**config.mk**
```make
export PLATFORM = sky130hd
export DESIGN_NAME = uvs_div
export DESIGN_NICKNAME = d
export VERILOG_FILES = /design/src/hw/rtl/uvs_pkg.sv /design/src/hw/rtl/uvs_div.sv
export SDC_FILE = /design/constraint.sdc
export NUM_CORES = 1
export LEC_CHECK = 0
export BUFFER_PORTS_ARGS = -buffer_cell sky130_fd_sc_hd__buf_2
export CAP_MARGIN = 20
export CORE_MARGIN = 2
export CORE_UTILIZATION = 50
export CTS_CLUSTER_SIZE = 8
export DETAILED_ROUTE_END_ITERATION = 16
export GPL_TIMING_DRIVEN = 0
export PLACE_DENSITY = 0.67
export SLEW_MARGIN = 15
export SYNTH_ARGS = -nofsm -noshare
export SYNTH_HDL_FRONTEND = slang
export SYNTH_SLANG_ARGS = --single-unit
export TNS_END_PERCENT = 50
```
**constraint.sdc**
```tcl
create_clock -name clk -period 24.2 [get_ports clk]
set_clock_uncertainty 0.15 [all_clocks]
set_input_delay 1.21 -clock clk [delete_from_list [all_inputs] [get_ports clk]]
set_output_delay 1.21 -clock clk [all_outputs]
set_load 0.1 [all_outputs]
```
**src/hw/rtl/uvs_pkg.sv**
```systemverilog
`timescale 1ns / 1ps
// ----------------------------------------------------------------------------
// UV sphere vertex generator - shared package
// Widths, register codes, stage counts and the CORDIC arctangent table.
// ----------------------------------------------------------------------------
package uvs_pkg;

	// register file
	localparam int SEG_W      = 8;
	localparam int DEN_W      = 9;
	localparam int CFG_IDX_W  = 3;
	localparam int CFG_DATA_W = 24;
	localparam int RGB_W      = 24;

	localparam logic [SEG_W-1:0] MIN_SEGMENTS = 8'd3;
	localparam logic [SEG_W-1:0] MAX_SEGMENTS = 8'd255;
	localparam logic [SEG_W-1:0] SEG_RESET    = 8'd16;
	localparam logic [RGB_W-1:0] TOP_RESET    = 24'hFFFFFF;
	localparam logic [RGB_W-1:0] MID_RESET    = 24'h808080;
	localparam logic [RGB_W-1:0] BOT_RESET    = 24'h000000;

	localparam logic [CFG_IDX_W-1:0] CFG_LAT = 3'd0;
	localparam logic [CFG_IDX_W-1:0] CFG_LON = 3'd1;
	localparam logic [CFG_IDX_W-1:0] CFG_TOP = 3'd2;
	localparam logic [CFG_IDX_W-1:0] CFG_MID = 3'd3;
	localparam logic [CFG_IDX_W-1:0] CFG_BOT = 3'd4;

	// divider: restoring, several quotient bits per stage
	localparam int DIV_W      = 32;
	localparam int DIV_STEPS  = 8;
	localparam int DIV_STAGES = DIV_W / DIV_STEPS;

	// sine/cosine unit
	localparam int ANG_W         = 24;
	localparam int CW            = 34;
	localparam int COR_ITERS     = 24;
	localparam int COR_PER_STAGE = 2;
	localparam int COR_LOOP      = COR_ITERS / COR_PER_STAGE;
	localparam int COR_STAGES    = COR_LOOP + 3;

	localparam logic [15:0] RAD_LO = 16'd46405;
	localparam logic [16:0] RAD_HI = 17'd102943;
	localparam logic signed [CW-1:0] CORDIC_K = 34'sd652032874;
	localparam logic signed [CW-1:0] Q30_ONE  = 34'sd1073741824;

	// position scaling
	localparam int POS_STAGES = 3;
	localparam int POS_LIMIT  = 16384;

	localparam int PIPE_DEPTH = 1 + DIV_STAGES + COR_STAGES + POS_STAGES;

	// per-word side data
	typedef struct packed {
		logic        pv;
		logic        qc;
		logic [15:0] vnum;
		logic [15:0] rowb;
	} meta_t;

	typedef struct packed {
		logic [16:0]      tex_u;
		logic [16:0]      tex_v;
		logic [RGB_W-1:0] rgb;
	} post_t;

	// arctangent of 2^-i in Q30
	function automatic logic signed [CW-1:0] atan_q30(input int i);
		case (i)
			0:       return 34'sd843314857;
			1:       return 34'sd497837829;
			2:       return 34'sd263043837;
			3:       return 34'sd133525159;
			4:       return 34'sd67021687;
			5:       return 34'sd33543516;
			6:       return 34'sd16775851;
			7:       return 34'sd8388437;
			8:       return 34'sd4194283;
			9:       return 34'sd2097149;
			10:      return 34'sd1048576;
			11:      return 34'sd524288;
			12:      return 34'sd262144;
			13:      return 34'sd131072;
			14:      return 34'sd65536;
			15:      return 34'sd32768;
			16:      return 34'sd16384;
			17:      return 34'sd8192;
			18:      return 34'sd4096;
			19:      return 34'sd2048;
			20:      return 34'sd1024;
			21:      return 34'sd512;
			22:      return 34'sd256;
			23:      return 34'sd128;
			default: return 34'sd0;
		endcase
	endfunction

endpackage

```
**src/hw/rtl/uvs_div.sv**
```systemverilog
`timescale 1ns / 1ps
// ----------------------------------------------------------------------------
// Pipelined unsigned divider
// Restoring division, 32-bit numerator by 9-bit divisor, 8 quotient bits per
// stage. The user keeps the divisor steady while words fly; not enforced.
// ----------------------------------------------------------------------------
module uvs_div
	import uvs_pkg::*;
(
	input  logic                  clk,
	input  logic [DIV_STAGES-1:0] en,
	input  logic [DIV_W-1:0]      num,
	input  logic [DEN_W-1:0]      den,
	output logic [DIV_W-1:0]      quo
);

	// partial remainder and numerator/quotient shift word per stage
	logic [DEN_W-1:0] rem_s [DIV_STAGES];
	logic [DIV_W-1:0] nq_s  [DIV_STAGES];

	for (genvar g = 0; g < DIV_STAGES; g++) begin : g_stage
		logic [DEN_W-1:0] rem_in;
		logic [DIV_W-1:0] nq_in;
		logic [DEN_W-1:0] rem_nx;
		logic [DIV_W-1:0] nq_nx;

		if (g == 0) begin : g_first
			assign rem_in = '0;
			assign nq_in  = num;
		end else begin : g_next
			assign rem_in = rem_s[g-1];
			assign nq_in  = nq_s[g-1];
		end

		// per step: shift in one numerator bit, subtract when it fits
		always_comb begin
			logic [DEN_W:0] trial;
			rem_nx = rem_in;
			nq_nx  = nq_in;
			trial  = '0;
			for (int k = 0; k < DIV_STEPS; k++) begin
				trial = {rem_nx, nq_nx[DIV_W-1]};
				nq_nx = {nq_nx[DIV_W-2:0], 1'b0};
				if (trial >= {1'b0, den}) begin
					trial    = trial - {1'b0, den};
					nq_nx[0] = 1'b1;
				end
				rem_nx = trial[DEN_W-1:0];
			end
		end

		always_ff @(posedge clk) begin
			if (en[g]) begin
				rem_s[g] <= rem_nx;
				nq_s[g]  <= nq_nx;
			end
		end
	end

	assign quo = nq_s[DIV_STAGES-1];

endmodule

```
**Word-level counts from Yosys, hierarchy flattened**

Memory sizes are Yosys's and may differ from the RTL's.
Index checks and enable logic that the tools add are counted.

- Bits in registers: 0
- Memories: 2
- Bits in writable memories: 164
- Word-level logic and storage cells: 138
- Output and inout bits: 32
- Input bits: 46

Memory list:

| memory | words | width | rd ports | clocked after Yosys merged registers in | wr ports | RTL line | source |
|---|---|---|---|---|---|---|---|
| nq_s | 4 | 32 | 4 | 0 | 4 | uvs_div.sv:19 | `logic [DIV_W-1:0] nq_s [DIV_STAGES];` |
| rem_s | 4 | 9 | 3 | 0 | 4 | uvs_div.sv:18 | `logic [DEN_W-1:0] rem_s [DIV_STAGES];` |

- Magnitude comparators: 32
- Multiplexer cells: 72
- Add/subtract/negate cells: 32

Operator list:

| cell | number |
|---|---|
| >= comparator 10 x 9 -> 1 bit | 31 |
| two-way mux 9 bit | 32 |
| subtractor 9 bit | 31 |
| two-way mux 1 bit | 40 |
| >= comparator 1 x 9 -> 1 bit | 1 |
| subtractor 1 x 9 -> 9 bit | 1 |

**Depth between registers and ports, before layout**

An unclocked memory read counts as a cell.

- Depth in word-level cells: 17
- Mapped depth: 86
- Mapped depth without buffers: 82

**Worst setup path before layout**

No wires, ideal clock.

- Path kind: input to register
- Start point: input den[1]
- End point: memory nq_s[3][0] (data pin)
- Required time: 23.784 ns
- Setup time: 0.266 ns
- Arrival time: 18.398 ns
- Slack: 5.386 ns
- Path buffers: 4
- Stages: 80
- Cell sequence: inv_1 fa_1 a21o_1 a21oi_2 o221ai_1 a21o_1 buf_1 mux2_2 ha_1 a21o_1 a21oi_1 a21oi_1 o31a_1 a211o_1 buf_2 buf_1 mux2_2 ha_1 [44 not listed] nor2_1 nand2_1 o21a_1 a2111o_1 buf_2 mux2i_1 ha_1 a21o_1 a21o_1 a21o_1 a21o_1 a21o_1 a21oi_1 nor2b_1 o21ai_0 nand2b_1 nor4_1 mux2i_1

RTL lines:

| item | RTL line | source |
|---|---|---|
| start: declaration | uvs_div.sv:13 | `input logic [DEN_W-1:0] den,` |
| end: declaration | uvs_div.sv:19 |  |

==> results.json <==
{
  "critPathKind": "input port to flip-flop",
  "syn_area_um2": 19400,
  "wl_um": 46800,
  "r2r_start": "nq_s[1][31]",
  "cts-resized-gates": 0,
  "gp_congestion": 0.907,
  "antenna_left": 0,
  "clkLatencyLatePin_ns": 0.46,
  "setup_violations": 0,
  "layout-drive-gt1-share_pct": 15.5,
  "dieArea_um2": 40300,
  "grt_pass1_vias": 15391,
  "max_freq_mhz": 46.8,
  "post-route-period-util_pct": 88.4,
  "num_vias": 15522,
  "reg2regPathDepth": 75,
  "via_per_inst": 5.78,
  "drt_iter0_markers": 970,
  "io_pins": 78,
  "drv_cap": 0,
  "grt_usage_pct": 23.5,
  "report.final.slew_viol_count": 0,
  "nets": 2512,
  "crit_slowest_cell": "buf_2",
  "drc": 0,
  "dp_hpwl_um": 36300,
  "port_buffers": 77,
  "ys_warn_count": 0,
  "start_kind": "input port",
  "finalHoldViolCount": 0,
  "cp.required_ns": 24.27,
  "final_util_pct": 55.1,
  "status": "finished clean",
  "post-cts-setup-buffers": 0,
  "layout_common_cells": "ha_1 (281), a21oi_1 (156), edfxtp_1 (155)",
  "syn_to_final_growth_pct": 9.58,
  "timing.critical_path.buf_inv": 9,
  "cts_htree_levels": 4,
  "cts-root-buf": "clkbuf_16",
  "ys_ff_latch": 155,
  "syn_avg_cell_area_um2": 9.45,
  "fin_cells": 2686,
  "grt_overflow": 0,
  "synth_ff_type": "edfxtp_1",
  "multiInputGateArea_um2": 14000,
  "synth.distinct_cells": 90,
  "die_h_um": 201,
  "min_to": "nq_s[1][29]",
  "holdPathStages": 0,
  "start_util_pct": 50.3,
  "grt_max_degree": 42,
  "diodes": 0,
  "r2r-end": "rem_s[2][3]",
  "firstDrtPassIters": 5,
  "hold_path_startpoint": "nq_s[0][21]",
  "cts_hold_buf": 0,
  "place_inst": 2653,
  "syn-num-nets": 2405,
  "ff2ff_setup_slack_ns": 4.07,
  "ys_seq_area_share_pct": 24.1,
  "crit_family": "compound AO/OA/AOI/OAI gates",
  "cpPeakStageDelay_ns": 0.81,
  "final_common_cell": "ha_1",
  "arrival_ns": 21.45,
  "clk_pin_slew_worst_paths_ns": 0.07,
  "core-area_um2": 38500,
  "clockBufferDepth": 2,
  "slew_headroom_pct": 25.9,
  "finalSetupTns_ns": 0,
  "tightest_slew_ns": 1.11,
  "cts_sinks": 155,
  "dieWidth_um": 201,
  "num_rows": 72,
  "synthCells": 2048,
  "antenna_found_initial": 0,
  "fill_cells": 3460,
  "synth-edff-count": 155,
  "grt_pass1_wl_um": 76800,
  "crit_top_cell": "a21oi_1",
  "cp-end-kind": "flip-flop",
  "rsz0062_at_grt": "no",
  "cts_tree": "built",
  "crit_fanout": 32,
  "avgRoutedWirePerCell_um": 17.4,
  "seqCellArea_um2": 4650,
  "hold_class": "flip-flop to flip-flop",
  "numCtsBuffers": 17,
  "ys_async_sr_fraction_pct": 0,
  "fin_crit_ns": 21.39
}
[stage by stage]
| step | area [um^2] | setup slack [ns] | hold WS (ns) |
|---|---|---|---|
| 6_report | 21200 | 2.81 | 0.266 |
| 5_1_grt | 21200 | 1.42 | 0.269 |
| 4_1_cts | 21200 | 3.09 | 0.267 |
| 3_5_place_dp | 20600 | 2.68 | 0.255 |
| 3_3_place_gp | 20400 | 1.68 | 0.250 |
| 2_1_floorplan | 19400 | 5.39 | 0.250 |
[flip-flops by register name, indices dropped and copies added (netlist names)]
register and count:
nq_s 128, rem_s 27
[worst max-delay path by stage]
stage | startpoint | to | cells past startpoint
3_3_place_gp | den[1] | rem_s[2][3] | 74
4_1_cts | den[0] | rem_s[2][3] | 75
5_1_grt | den[1] | rem_s[2][6] | 75
3_5_place_dp | den[0] | rem_s[2][1] | 75
6_report | den[0] | rem_s[2][3] | 75
2_1_floorplan | den[1] | nq_s[3][0] | 80
[area by class of cell]
cell class | count | area share, %
flip-flops and latches | 155 | 21.9
inverters | 168 | 3.01
clock inverters | 15 | 0.696
multi-input cells | 1708 | 65.9
plain buffers | 17 | 0.413
repair buffers | 88 | 2.97
clock buffers | 17 | 2.01
well taps | 518 | 3.06
[cell usage after synthesis, types with 29 or more instances]
cell type / count / share of area (%)
xnor2_1: 99 / 4.5
edfxtp_1: 155 / 24
a21o_1: 88 / 3.4
nand4_1: 50 / 1.6
xor2_1: 80 / 3.6
a21oi_1: 156 / 4.0
ha_1: 281 / 18
nand2b_1: 36 / 1.2
nor3_1: 29 / 0.75
nor2_1: 122 / 2.4
nand2_1: 98 / 1.9
inv_1: 155 / 3.0
o21ai_0: 112 / 2.9
mux2_2: 142 / 8.3
mux2i_1: 49 / 2.5
nor2b_1: 49 / 1.6
fa_1: 30 / 3.1
[routing by layer]
layer | track usage (%) | up-vias | share of wire (%)
li1 | - | 7840 | -
met1 | 31.1 | 7352 | 48
met2 | 40.8 | 281 | 47
met3 | 2.35 | 49 | 3.1
met4 | 6.48 | 0 | 1.6
met5 | 0 | - | 0
[cells by family (layout without fill, tap and decap cells)]
kind of cell / count (synthesis) / in the layout / share of synthesized area [%]
compound gates: 534 / 534 / 17.9
fa+ha+maj: 311 / 311 / 21.3
xor+xnor: 179 / 179 / 8.10
simple gates: 474 / 474 / 12.6
flops: 155 / 155 / 24.1
mux: 210 / 210 / 12.3
buf+inv: 185 / 305 / 3.74
Power is not shown: default switching activity piles up to over one toggle a cycle in this logic, so the estimate is an artifact.
